## src/mbx_pkg.sv

```systemverilog
// ----------------------------------------------------------------------------
// Mailbox matcher package
// Shared types, codes and the header check for the mailbox slot matcher.
// ----------------------------------------------------------------------------
package mbx_pkg;

  localparam int NUM_PROCS_DEF = 8;

  localparam int RANK_W  = 3;
  localparam int TAG_W   = 16;
  localparam int TYPE_W  = 8;
  localparam int COMM_W  = 8;
  localparam int COUNT_W = 16;
  localparam int ADDR_W  = 32;
  localparam int SIZE_W  = 4;
  localparam int NREGS   = 2;
  localparam int CFG_IDX_W  = 1;
  localparam int CFG_DATA_W = 16;

  localparam logic [CFG_IDX_W-1:0] REG_APP_SIZE = 1'b0;
  localparam logic [CFG_IDX_W-1:0] REG_TAG_MASK = 1'b1;

  localparam logic [SIZE_W-1:0] APP_SIZE_RST = 4'd8;
  localparam logic [TAG_W-1:0]  TAG_MASK_RST = 16'h8000;

  localparam logic CMD_SEND = 1'b0;
  localparam logic CMD_RECV = 1'b1;

  typedef enum logic [2:0] {
    ST_OK      = 3'd0,
    ST_PENDING = 3'd1,
    ST_BUSY    = 3'd2,
    ST_TYPE    = 3'd3,
    ST_TAG     = 3'd4,
    ST_COMM    = 3'd5,
    ST_COUNT   = 3'd6
  } status_e;

  // Work classes decided by the front end
  typedef enum logic [2:0] {
    OP_SEND,
    OP_BUSY,
    OP_PEND,
    OP_DIRECT,
    OP_SCAN_M,
    OP_SCAN_S
  } op_e;

  typedef enum logic [1:0] {
    B_IDLE,
    B_LOOK,
    B_CHECK
  } back_state_e;

  typedef struct packed {
    op_e                 op;
    logic [RANK_W-1:0]   own;
    logic [RANK_W-1:0]   peer;
    logic [SIZE_W-1:0]   scan_n;
    logic                any_tag;
    logic [TAG_W-1:0]    tag;
    logic [TYPE_W-1:0]   dtype;
    logic [COMM_W-1:0]   comm;
    logic [COUNT_W-1:0]  count;
    logic [ADDR_W-1:0]   addr;
  } cmd_t;

  typedef struct packed {
    logic [RANK_W-1:0]   source;
    logic [TYPE_W-1:0]   dtype;
    logic [COMM_W-1:0]   comm;
    logic [TAG_W-1:0]    tag;
    logic [COUNT_W-1:0]  count;
    logic [ADDR_W-1:0]   addr;
  } entry_t;

  // Header compare: first mismatch wins
  function automatic status_e mbx_check(entry_t e, cmd_t c, logic [TAG_W-1:0] mask);
    status_e st;
    st = ST_OK;
    if (e.dtype != c.dtype) begin
      st = ST_TYPE;
    end else if (c.any_tag ? ((e.tag & mask) == '0) : (e.tag != c.tag)) begin
      st = ST_TAG;
    end else if (e.comm != c.comm) begin
      st = ST_COMM;
    end else if (e.count != c.count) begin
      st = ST_COUNT;
    end
    return st;
  endfunction

endpackage

```

## src/mbx_req_if.sv

```systemverilog
// ----------------------------------------------------------------------------
// Mailbox request channel
// Valid/ready channel carrying one send or receive request.
// ----------------------------------------------------------------------------
interface mbx_req_if;
  logic        valid;
  logic        ready;
  logic        cmd;
  logic [2:0]  own_rank;
  logic [2:0]  peer_rank;
  logic        any_source;
  logic [15:0] msg_tag;
  logic        any_tag;
  logic [7:0]  data_type;
  logic [7:0]  communicator;
  logic [15:0] elem_count;
  logic [31:0] buffer_addr;

  modport source (output valid, cmd, own_rank, peer_rank, any_source, msg_tag, any_tag,
                  data_type, communicator, elem_count, buffer_addr, input ready);
  modport sink (input valid, cmd, own_rank, peer_rank, any_source, msg_tag, any_tag,
                data_type, communicator, elem_count, buffer_addr, output ready);
endinterface

```

## src/mbx_rsp_if.sv

```systemverilog
// ----------------------------------------------------------------------------
// Mailbox response channel
// Valid/ready channel carrying one status result.
// ----------------------------------------------------------------------------
interface mbx_rsp_if;
  logic        valid;
  logic        ready;
  logic [2:0]  status_code;
  logic [2:0]  source_rank;
  logic [15:0] matched_tag;
  logic [31:0] message_addr;

  modport source (output valid, status_code, source_rank, matched_tag, message_addr,
                  input ready);
  modport sink (input valid, status_code, source_rank, matched_tag, message_addr,
                output ready);
endinterface

```

## src/mbx_front.sv

```systemverilog
// ----------------------------------------------------------------------------
// Mailbox front end
// Accepts requests and classifies them into work for the back end.
// ----------------------------------------------------------------------------
module mbx_front
  import mbx_pkg::*;
#(
  parameter int NUM_PROCS = NUM_PROCS_DEF
) (
  mbx_req_if.sink          req,
  input  logic [SIZE_W-1:0] app_size_i,
  input  logic             q_full_i,
  output logic             push_o,
  output cmd_t             cmd_o
);

  logic              own_ok, peer_ok;
  logic [SIZE_W-1:0] scan_n;

  assign req.ready = !q_full_i;
  assign push_o    = req.valid && !q_full_i;

  assign own_ok  = int'(req.own_rank) < NUM_PROCS;
  assign peer_ok = int'(req.peer_rank) < NUM_PROCS;
  assign scan_n  = (int'(app_size_i) > NUM_PROCS) ? SIZE_W'(NUM_PROCS) : app_size_i;

  always_comb begin
    cmd_o.own     = req.own_rank;
    cmd_o.peer    = req.peer_rank;
    cmd_o.scan_n  = scan_n;
    cmd_o.any_tag = req.any_tag;
    cmd_o.tag     = req.msg_tag;
    cmd_o.dtype   = req.data_type;
    cmd_o.comm    = req.communicator;
    cmd_o.count   = req.elem_count;
    cmd_o.addr    = req.buffer_addr;
    if (req.cmd == CMD_SEND) begin
      cmd_o.op = (own_ok && peer_ok) ? OP_SEND : OP_BUSY;
    end else if (!own_ok) begin
      cmd_o.op = OP_PEND;
    end else if (req.any_source) begin
      if (req.own_rank != '0) begin
        cmd_o.op = OP_SCAN_S;
      end else begin
        cmd_o.op = (scan_n == '0) ? OP_PEND : OP_SCAN_M;
      end
    end else begin
      cmd_o.op = peer_ok ? OP_DIRECT : OP_PEND;
    end
  end

endmodule

```

## src/mbx_fifo.sv

```systemverilog
// ----------------------------------------------------------------------------
// Mailbox work queue
// Two-entry queue between the front and back ends.
// ----------------------------------------------------------------------------
module mbx_fifo
  import mbx_pkg::*;
(
  input  logic clk_i,
  input  logic rst_ni,
  input  logic push_i,
  input  cmd_t data_i,
  input  logic pop_i,
  output cmd_t data_o,
  output logic full_o,
  output logic empty_o
);

  cmd_t       mem_q [2];
  logic       wptr_q, rptr_q;
  logic [1:0] cnt_q;

  assign full_o  = cnt_q == 2'd2;
  assign empty_o = cnt_q == 2'd0;
  assign data_o  = mem_q[rptr_q];

  always_ff @(posedge clk_i) begin
    if (push_i) begin
      mem_q[wptr_q] <= data_i;
    end
  end

  always_ff @(posedge clk_i or negedge rst_ni) begin
    if (!rst_ni) begin
      wptr_q <= 1'b0;
      rptr_q <= 1'b0;
      cnt_q  <= 2'd0;
    end else begin
      if (push_i) begin
        wptr_q <= !wptr_q;
      end
      if (pop_i) begin
        rptr_q <= !rptr_q;
      end
      cnt_q <= cnt_q + 2'(push_i) - 2'(pop_i);
    end
  end

endmodule

```

## src/mbx_back.sv

```systemverilog
// ----------------------------------------------------------------------------
// Mailbox back end
// Holds the slot table, executes sends and receives, drives results.
// ----------------------------------------------------------------------------
module mbx_back
  import mbx_pkg::*;
#(
  parameter int NUM_PROCS = NUM_PROCS_DEF
) (
  input  logic             clk_i,
  input  logic             rst_ni,
  input  logic             q_empty_i,
  input  cmd_t             q_data_i,
  output logic             pop_o,
  input  logic [TAG_W-1:0] tag_mask_i,
  mbx_rsp_if.source        rsp
);

  localparam int NSLOT = 3 * NUM_PROCS;
  localparam int SW    = $clog2(NSLOT);
  localparam logic [SW-1:0] BASE_S2M = SW'(NUM_PROCS);
  localparam logic [SW-1:0] BASE_S2S = SW'(2 * NUM_PROCS);

  back_state_e       state_q, state_d;
  cmd_t              cur_q, cur_d;
  logic [SW-1:0]     addr_q, addr_d;
  logic [SIZE_W-1:0] idx_q, idx_d;
  logic [NSLOT-1:0]  full_q, full_d;
  entry_t            mem [NSLOT];
  entry_t            rd_q;
  logic              mem_we;
  logic [SW-1:0]     send_slot;
  entry_t            wr_entry;
  status_e           chk;
  logic              hit;

  logic              ov_q, ov_d;
  status_e           st_q, st_d;
  logic [RANK_W-1:0] src_q, src_d;
  logic [TAG_W-1:0]  tag_q, tag_d;
  logic [ADDR_W-1:0] maddr_q, maddr_d;

  assign rsp.valid        = ov_q;
  assign rsp.status_code  = st_q;
  assign rsp.source_rank  = src_q;
  assign rsp.matched_tag  = tag_q;
  assign rsp.message_addr = maddr_q;

  always_comb begin
    if (q_data_i.own == '0) begin
      send_slot = SW'(q_data_i.peer);
    end else if (q_data_i.peer == '0) begin
      send_slot = BASE_S2M + SW'(q_data_i.own);
    end else begin
      send_slot = BASE_S2S + SW'(q_data_i.peer);
    end
    wr_entry.source = q_data_i.own;
    wr_entry.dtype  = q_data_i.dtype;
    wr_entry.comm   = q_data_i.comm;
    wr_entry.tag    = q_data_i.tag;
    wr_entry.count  = q_data_i.count;
    wr_entry.addr   = q_data_i.addr;
  end

  always_ff @(posedge clk_i) begin
    if (mem_we) begin
      mem[send_slot] <= wr_entry;
    end
    rd_q <= mem[addr_q];
  end

  assign chk = mbx_check(rd_q, cur_q, tag_mask_i);
  assign hit = full_q[addr_q] && (chk == ST_OK);

  always_comb begin
    state_d = state_q;
    cur_d   = cur_q;
    addr_d  = addr_q;
    idx_d   = idx_q;
    full_d  = full_q;
    ov_d    = ov_q && !rsp.ready;
    st_d    = st_q;
    src_d   = src_q;
    tag_d   = tag_q;
    maddr_d = maddr_q;
    pop_o   = 1'b0;
    mem_we  = 1'b0;
    case (state_q)
      B_IDLE: begin
        if (!q_empty_i && (!ov_q || rsp.ready)) begin
          pop_o   = 1'b1;
          cur_d   = q_data_i;
          idx_d   = '0;
          src_d   = '0;
          tag_d   = '0;
          maddr_d = '0;
          case (q_data_i.op)
            OP_SEND: begin
              ov_d = 1'b1;
              if (full_q[send_slot]) begin
                st_d = ST_BUSY;
              end else begin
                mem_we            = 1'b1;
                full_d[send_slot] = 1'b1;
                st_d              = ST_OK;
              end
            end
            OP_BUSY: begin
              ov_d = 1'b1;
              st_d = ST_BUSY;
            end
            OP_DIRECT: begin
              state_d = B_LOOK;
              if (q_data_i.peer == '0) begin
                addr_d = SW'(q_data_i.own);
              end else if (q_data_i.own == '0) begin
                addr_d = BASE_S2M + SW'(q_data_i.peer);
              end else begin
                addr_d = BASE_S2S + SW'(q_data_i.own);
              end
            end
            OP_SCAN_M: begin
              state_d = B_LOOK;
              addr_d  = BASE_S2M;
            end
            OP_SCAN_S: begin
              state_d = B_LOOK;
              addr_d  = SW'(q_data_i.own);
            end
            default: begin
              ov_d = 1'b1;
              st_d = ST_PENDING;
            end
          endcase
        end
      end
      B_LOOK: begin
        state_d = B_CHECK;
      end
      B_CHECK: begin
        state_d = B_IDLE;
        ov_d    = 1'b1;
        st_d    = ST_PENDING;
        case (cur_q.op)
          OP_DIRECT: begin
            if (full_q[addr_q] && !(cur_q.own != '0 && cur_q.peer != '0 &&
                                    rd_q.source != cur_q.peer)) begin
              st_d = chk;
              if (chk == ST_OK) begin
                src_d = cur_q.peer;
              end
            end
          end
          OP_SCAN_M: begin
            if (hit) begin
              st_d  = ST_OK;
              src_d = idx_q[RANK_W-1:0];
            end else if (idx_q + 1'b1 < cur_q.scan_n) begin
              ov_d    = 1'b0;
              state_d = B_LOOK;
              idx_d   = idx_q + 1'b1;
              addr_d  = BASE_S2M + SW'(idx_q + 1'b1);
            end
          end
          OP_SCAN_S: begin
            if (hit) begin
              st_d  = ST_OK;
              src_d = (idx_q == '0) ? '0 : rd_q.source;
            end else if (idx_q == '0) begin
              ov_d    = 1'b0;
              state_d = B_LOOK;
              idx_d   = SIZE_W'(1);
              addr_d  = BASE_S2S + SW'(cur_q.own);
            end
          end
          default: begin
          end
        endcase
        // take the slot on a match
        if (ov_d && st_d == ST_OK) begin
          full_d[addr_q] = 1'b0;
          tag_d          = rd_q.tag;
          maddr_d        = rd_q.addr;
        end
      end
      default: begin
        state_d = B_IDLE;
      end
    endcase
  end

  always_ff @(posedge clk_i) begin
    cur_q   <= cur_d;
    addr_q  <= addr_d;
    idx_q   <= idx_d;
    st_q    <= st_d;
    src_q   <= src_d;
    tag_q   <= tag_d;
    maddr_q <= maddr_d;
  end

  always_ff @(posedge clk_i or negedge rst_ni) begin
    if (!rst_ni) begin
      state_q <= B_IDLE;
      full_q  <= '0;
      ov_q    <= 1'b0;
    end else begin
      state_q <= state_d;
      full_q  <= full_d;
      ov_q    <= ov_d;
    end
  end

endmodule

```

## src/mailbox_slot_message_matcher_unit.sv

```systemverilog
// ----------------------------------------------------------------------------
// Mailbox slot message matcher
// Per-processor mailbox slots: sends store headers, receives match and free.
// ----------------------------------------------------------------------------
//   channel  dir  handshake    contents
//   req      in   valid/ready  send or receive request
//   rsp      out  valid/ready  status, source, tag, address
//   cfg      in   cfg_we_i     application size, internal tag mask
//
// A send or an immediate answer is handled in the back end's idle state; a directed
// receive reads one slot; an any-source receive reads slots one at a time through
// the single read port of the slot table: up to application_size slots
// (clamped to NUM_PROCS) for rank 0 and up to two slots for any other rank.
// Reset clears all slot full marks at once. A two-entry queue keeps requests
// flowing while a result waits for rsp.ready.
// ----------------------------------------------------------------------------
module mailbox_slot_message_matcher_unit
  import mbx_pkg::*;
#(
  parameter int NUM_PROCS = NUM_PROCS_DEF
) (
  input  logic                  clk_i,
  input  logic                  rst_ni,
  mbx_req_if.sink               req,
  mbx_rsp_if.source             rsp,
  input  logic                  cfg_we_i,
  input  logic [CFG_IDX_W-1:0]  cfg_idx_i,
  input  logic [CFG_DATA_W-1:0] cfg_data_i
);

  logic [SIZE_W-1:0] app_size_q;
  logic [TAG_W-1:0]  tag_mask_q;
  logic              push, pop, q_full, q_empty;
  cmd_t              push_cmd, head_cmd;

  always_ff @(posedge clk_i or negedge rst_ni) begin
    if (!rst_ni) begin
      app_size_q <= APP_SIZE_RST;
      tag_mask_q <= TAG_MASK_RST;
    end else if (cfg_we_i) begin
      case (cfg_idx_i)
        REG_APP_SIZE: app_size_q <= cfg_data_i[SIZE_W-1:0];
        REG_TAG_MASK: tag_mask_q <= cfg_data_i[TAG_W-1:0];
        default: begin
        end
      endcase
    end
  end

  mbx_front #(.NUM_PROCS(NUM_PROCS)) u_front (
    .req        (req),
    .app_size_i (app_size_q),
    .q_full_i   (q_full),
    .push_o     (push),
    .cmd_o      (push_cmd)
  );

  mbx_fifo u_fifo (
    .clk_i   (clk_i),
    .rst_ni  (rst_ni),
    .push_i  (push),
    .data_i  (push_cmd),
    .pop_i   (pop),
    .data_o  (head_cmd),
    .full_o  (q_full),
    .empty_o (q_empty)
  );

  mbx_back #(.NUM_PROCS(NUM_PROCS)) u_back (
    .clk_i      (clk_i),
    .rst_ni     (rst_ni),
    .q_empty_i  (q_empty),
    .q_data_i   (head_cmd),
    .pop_o      (pop),
    .tag_mask_i (tag_mask_q),
    .rsp        (rsp)
  );

endmodule

```

## src/flat_wrapper.sv

```systemverilog
// flat-port wrapper written by rule: the top's interface ports become plain ports
module mailbox_slot_message_matcher_unit_flat import mbx_pkg::*;
#(
  parameter int NUM_PROCS = NUM_PROCS_DEF
)
  (clk_i, rst_ni, cfg_we_i, cfg_idx_i, cfg_data_i, req_valid, req_cmd, req_own_rank, req_peer_rank, req_any_source, req_msg_tag, req_any_tag, req_data_type, req_communicator, req_elem_count, req_buffer_addr, req_ready, rsp_valid, rsp_status_code, rsp_source_rank, rsp_matched_tag, rsp_message_addr, rsp_ready);
  mbx_req_if req_i ();
  mbx_rsp_if rsp_i ();
  input  logic clk_i;
  input  logic rst_ni;
  input  logic cfg_we_i;
  input  logic [CFG_IDX_W-1:0] cfg_idx_i;
  input  logic [CFG_DATA_W-1:0] cfg_data_i;
  input wire logic [$bits(req_i.valid)-1:0] req_valid;
  input wire logic [$bits(req_i.cmd)-1:0] req_cmd;
  input wire logic [$bits(req_i.own_rank)-1:0] req_own_rank;
  input wire logic [$bits(req_i.peer_rank)-1:0] req_peer_rank;
  input wire logic [$bits(req_i.any_source)-1:0] req_any_source;
  input wire logic [$bits(req_i.msg_tag)-1:0] req_msg_tag;
  input wire logic [$bits(req_i.any_tag)-1:0] req_any_tag;
  input wire logic [$bits(req_i.data_type)-1:0] req_data_type;
  input wire logic [$bits(req_i.communicator)-1:0] req_communicator;
  input wire logic [$bits(req_i.elem_count)-1:0] req_elem_count;
  input wire logic [$bits(req_i.buffer_addr)-1:0] req_buffer_addr;
  output wire logic [$bits(req_i.ready)-1:0] req_ready;
  output wire logic [$bits(rsp_i.valid)-1:0] rsp_valid;
  output wire logic [$bits(rsp_i.status_code)-1:0] rsp_status_code;
  output wire logic [$bits(rsp_i.source_rank)-1:0] rsp_source_rank;
  output wire logic [$bits(rsp_i.matched_tag)-1:0] rsp_matched_tag;
  output wire logic [$bits(rsp_i.message_addr)-1:0] rsp_message_addr;
  input wire logic [$bits(rsp_i.ready)-1:0] rsp_ready;
  assign req_i.valid = req_valid;
  assign req_i.cmd = req_cmd;
  assign req_i.own_rank = req_own_rank;
  assign req_i.peer_rank = req_peer_rank;
  assign req_i.any_source = req_any_source;
  assign req_i.msg_tag = req_msg_tag;
  assign req_i.any_tag = req_any_tag;
  assign req_i.data_type = req_data_type;
  assign req_i.communicator = req_communicator;
  assign req_i.elem_count = req_elem_count;
  assign req_i.buffer_addr = req_buffer_addr;
  assign req_ready = req_i.ready;
  assign rsp_valid = rsp_i.valid;
  assign rsp_status_code = rsp_i.status_code;
  assign rsp_source_rank = rsp_i.source_rank;
  assign rsp_matched_tag = rsp_i.matched_tag;
  assign rsp_message_addr = rsp_i.message_addr;
  assign rsp_i.ready = rsp_ready;
  mailbox_slot_message_matcher_unit #(.NUM_PROCS(NUM_PROCS)) u_core (.clk_i(clk_i), .rst_ni(rst_ni), .req(req_i), .rsp(rsp_i), .cfg_we_i(cfg_we_i), .cfg_idx_i(cfg_idx_i), .cfg_data_i(cfg_data_i));
endmodule
```

## config.mk

```make
export PLATFORM = sky130hd
export DESIGN_NAME = mailbox_slot_message_matcher_unit_flat
export DESIGN_NICKNAME = d
export VERILOG_FILES = /design/src/mbx_pkg.sv /design/src/mbx_req_if.sv /design/src/mbx_rsp_if.sv /design/src/mbx_front.sv /design/src/mbx_fifo.sv /design/src/mbx_back.sv /design/src/mailbox_slot_message_matcher_unit.sv /design/src/flat_wrapper.sv
export SDC_FILE = /design/constraint.sdc
export NUM_CORES = 2
export LEC_CHECK = 0
export BUFFER_PORTS_ARGS = -buffer_cell sky130_fd_sc_hd__buf_2
export CAP_MARGIN = 30
export CORE_AREA = 5 5 272 539
export CTS_BUF_LIST = sky130_fd_sc_hd__clkbuf_8 sky130_fd_sc_hd__clkbuf_16
export DETAILED_ROUTE_END_ITERATION = 10
export DIE_AREA = 0 0 277 544
export PLACE_DENSITY = 0.82
export SETUP_SLACK_MARGIN = 0.5
export SLEW_MARGIN = 15
export SYNTH_ARGS = -nofsm -noshare
export SYNTH_HDL_FRONTEND = slang
export SYNTH_SLANG_ARGS = --single-unit
```

## constraint.sdc

```tcl
create_clock -name clk_i -period 18.8 [get_ports clk_i]
set_input_delay 3.76 -clock clk_i [delete_from_list [all_inputs] [get_ports clk_i]]
set_output_delay 3.76 -clock clk_i [all_outputs]
set_load 0.05 [all_outputs]
```

==> results.md <==
* Htree depth at 4
* Number of enable flip-flop cells after synthesis at 2,305
* Post-route cell area at 102,000 µm²
* Vias in the first global route at 47,757
* Initial antenna violation count at 11
* Via/cell ratio at 6.94
* Crit path max fanout at 57
* Worst Setup Path Type: in2reg
* Post-CTS Hold Fix Bufs at 0
* Worst-Margin Slew at 1050 ps
* Vias at 46,055
* Initial Util at 64.4%
* Relative slew slack at 29.9%
* Clk_skew at 76.6 ps
* Hold Crit Class: reg2reg
* Power share of the clock group at 26.2%
* Top Ports at 167
* Placed cells at 6,261
* Post-Synthesis Cell Area at 91,600 µm²
* Clock buffer depth at 4
* Peak supply drop at 0.135 mV
* Area leader, netlist: edfxtp_1
* R2R Setup Slk at 12,470 ps
* Max Transition Viols Final at 0
* Post-synth top area share at 75.6%
* Drt total wl at 233,000 µm
* CP required at 19,230 ps
* Logic pwr share at 28.8%
* Top FF cell, synth: edfxtp_1
* Clock root buffer: clkbuf_16
* Setup tns final at 0 ps
* Hold Slack at 501 ps
* DRT iter0 DRCs at 7,180
* Layout cells sized above 1 at 27.5%
* Finish-stage setup viols at 0
* Fin crit share at 36.1%
* Global-route usage over all layers at 31.0%
* #FFs+latches synth at 2,439
* Startpoint Class: input port
* Outcome: finished clean
* Crit-path max cell delay at 1010 ps
* Synth area leaders: edfxtp_1, mux4_2, mux2_2, dfxtp_1, a22oi_1
* CTS clock-pin slew for the worst setup and hold paths at 70 ps
* Final worst slack at 12,010 ps
* Switching power at 5150 µW
* Placement Cell Area at 95,700 µm²
* Unique masters post-synth at 74
* Net Sw Frac at 31.7%
* Leakage at 0.0332 µW
* Critical-path cell list: buf_2 > nand2b_1 > o21a_1 > nor3b_2 > nor2b_1 > nand3_4 > nor2_4 > buf_4
* Die area at 151,000 µm²
* CTS tree: done
* CTS Buf Count at 200
* Largest net degree at the start of global routing at 155
* DRC viols at 0
* IO buf count at 166
* Grt ovf at 0
* Max Cap Violations at 0
* Mapped Cells at 4,163
* Syn_area_per_cell at 22.0 µm²
* Worst skew pair latency at 840 ps
* Crit path DAT at 7220 ps
* Non-Filler Instances at 6,633
* DRT antenna net count at 0
* Pre-CTS WS at 11,210 ps
* Nets at 4,707
* Slowest CP cell: nor2_4
* Setup Buffers After CTS at 0
* Core Region at 142,000 µm²
* Die extent in y at 544 µm
* Int Power at 11,100 µW
* Clock sink total at 2,439
* Max frequency at 147 MHz
* Unrepaired setup endpoints after global routing: false
* Drt pass-1 iters at 6
* Hold Vio Cnt, Final at 0
* Die width at 277 µm
* Sequential power share at 45.0%
* RePlAce Congestion at 0.829
* Crit. End Element: flop
* Syn-to-layout area delta at 11.8%
* Num rows at 196
* Yosys Warn Count at 0
* CTS resizes at 0
* Register area share after synthesis at 78.8%
* WL/cell at 35.2 µm
* Pwr/cell area at 159 nW/µm²
* DPL Wire Length at 120,000 µm
* Top delay family on crit path: simple AND/OR/NAND/NOR gates
* WP buf/inv at 2
* Share of synthesized registers carrying an async set or reset at 2.09%
* First-pass GRT wire length at 338,000 µm
* Final worst path period need at 6790 ps
[sequential cells by signal, summed over array words and instances (netlist names), 2 cells and up]
signal	cells
u_core.u_back.cur_q	62
u_core.u_back.idx_q	4
u_core.u_back.state_q	2
u_core.u_back.addr_q	5
u_core.u_back.rd_q	83
u_core.u_back.rsp.status_code	3
u_core.u_fifo.cnt_q	2
u_core.u_back.full_q	24
u_core.u_back.rsp.message_addr	32
u_core.u_back.mem	1992
u_core.tag_mask_q	16
u_core.u_back.rsp.matched_tag	16
u_core.app_size_q	4
u_core.u_back.rsp.source_rank	3
u_core.u_fifo.mem_q	188
[stage by stage]
step	total power, µW	util (%)
CTS	16300	71.9
detailed placement	11900	67.3
floorplan	10400	-
global route	16800	72.0
finish	16300	72.0
global placement	11800	67.1
[cells in the final DEF, fill, tap and decap left out, types with 31 or more instances in the layout]
cell / count
a22oi_1: 166
and2_1: 49
buf_2: 166
buf_4: 77
clkbuf_16: 206
clkinv_1: 31
clkinv_2: 37
conb_1: 166
dfrtp_1: 48
dfxtp_1: 83
edfxtp_1: 2305
inv_1: 65
mux2_2: 193
mux4_2: 504
nand2_1: 121
nand3_1: 104
nor2_1: 46
o21ai_0: 35
xor2_1: 45
[per-layer routing]
metal / vias to the layer above / GRT usage [%] / routed length [µm]
met5: - / 0 / 56
met4: 10 / 13.3 / 11600
met3: 635 / 4.96 / 22300
met2: 3579 / 54.4 / 123000
met1: 23848 / 38.9 / 75800
li1: 17983 / - / -
[cells by family (layout without fill, tap and decap cells)]
logic type,Yosys count,count (layout),synth area share (%)
adders and majority gates,7,7,0.0956
other,1,168,0.00409
xor gates and xnor gates,55,55,0.526
and+or+nand+nor,436,436,2.39
AOI/OAI and AO/OA,296,296,2.36
buffers and inverters,227,649,1.03
DFF,2439,2439,78.8
muxes,702,702,14.8
[synth_stat cells, drive strengths merged (12+ instances only)]
master     n
inv       19
clkbuf   135
mux2     193
and2      51
nand3    105
nor3      30
o21ai     41
a22oi    166
nand2    121
mux4     504
buf       72
dfrtp     49
dfxtp     83
nor2      53
o31ai     18
edfxtp  2305
nor4      12
xor2      45
nor2b     13
[power groups by stage]
stage	Clock [µW]	Sequential [µW]	Combinational [µW]
after floorplan	0	7520	2900
after global placement	0	7390	4380
after detailed placement	0	7410	4520
after CTS	4290	7320	4650
after global routing	4540	7350	4920
final	4250	7320	4680
[final timing paths]
check                                                 startpoint  depth (start not counted)                                          endpoint
worst max register to register  u_core.u_fifo.rptr_q$_DFFE_PN0P_                         10                u_core.u_back.mem[2][56]$_DFFE_PP_
worst min-delay path              u_core.u_back.rd_q[15]$_DFF_P_                          1  u_core.u_back.rsp.message_addr[15]$_SDFFCE_PN0P_
worst min register to register    u_core.u_back.rd_q[15]$_DFF_P_                          1  u_core.u_back.rsp.message_addr[15]$_SDFFCE_PN0P_
worst max-delay path                                   rsp_ready                          8                u_core.u_back.mem[2][56]$_DFFE_PP_
max in group asynchronous                                 rst_ni                          2                  u_core.u_fifo.rptr_q$_DFFE_PN0P_
min in group asynchronous                                 rst_ni                          2                  u_core.u_fifo.rptr_q$_DFFE_PN0P_
[layout make-up]
type	instances	area (µm²)
flip-flops and latches	2439	72200
fillers	7630	39800
multi-input cells	1662	19300
clock buffers	215	5280
well taps	1881	2350
repair buffers	266	1960
clock inverters	148	1270
inverters	20	75.1
diodes	2	5.00
No activity file was read; power rests on OpenSTA's default activity.
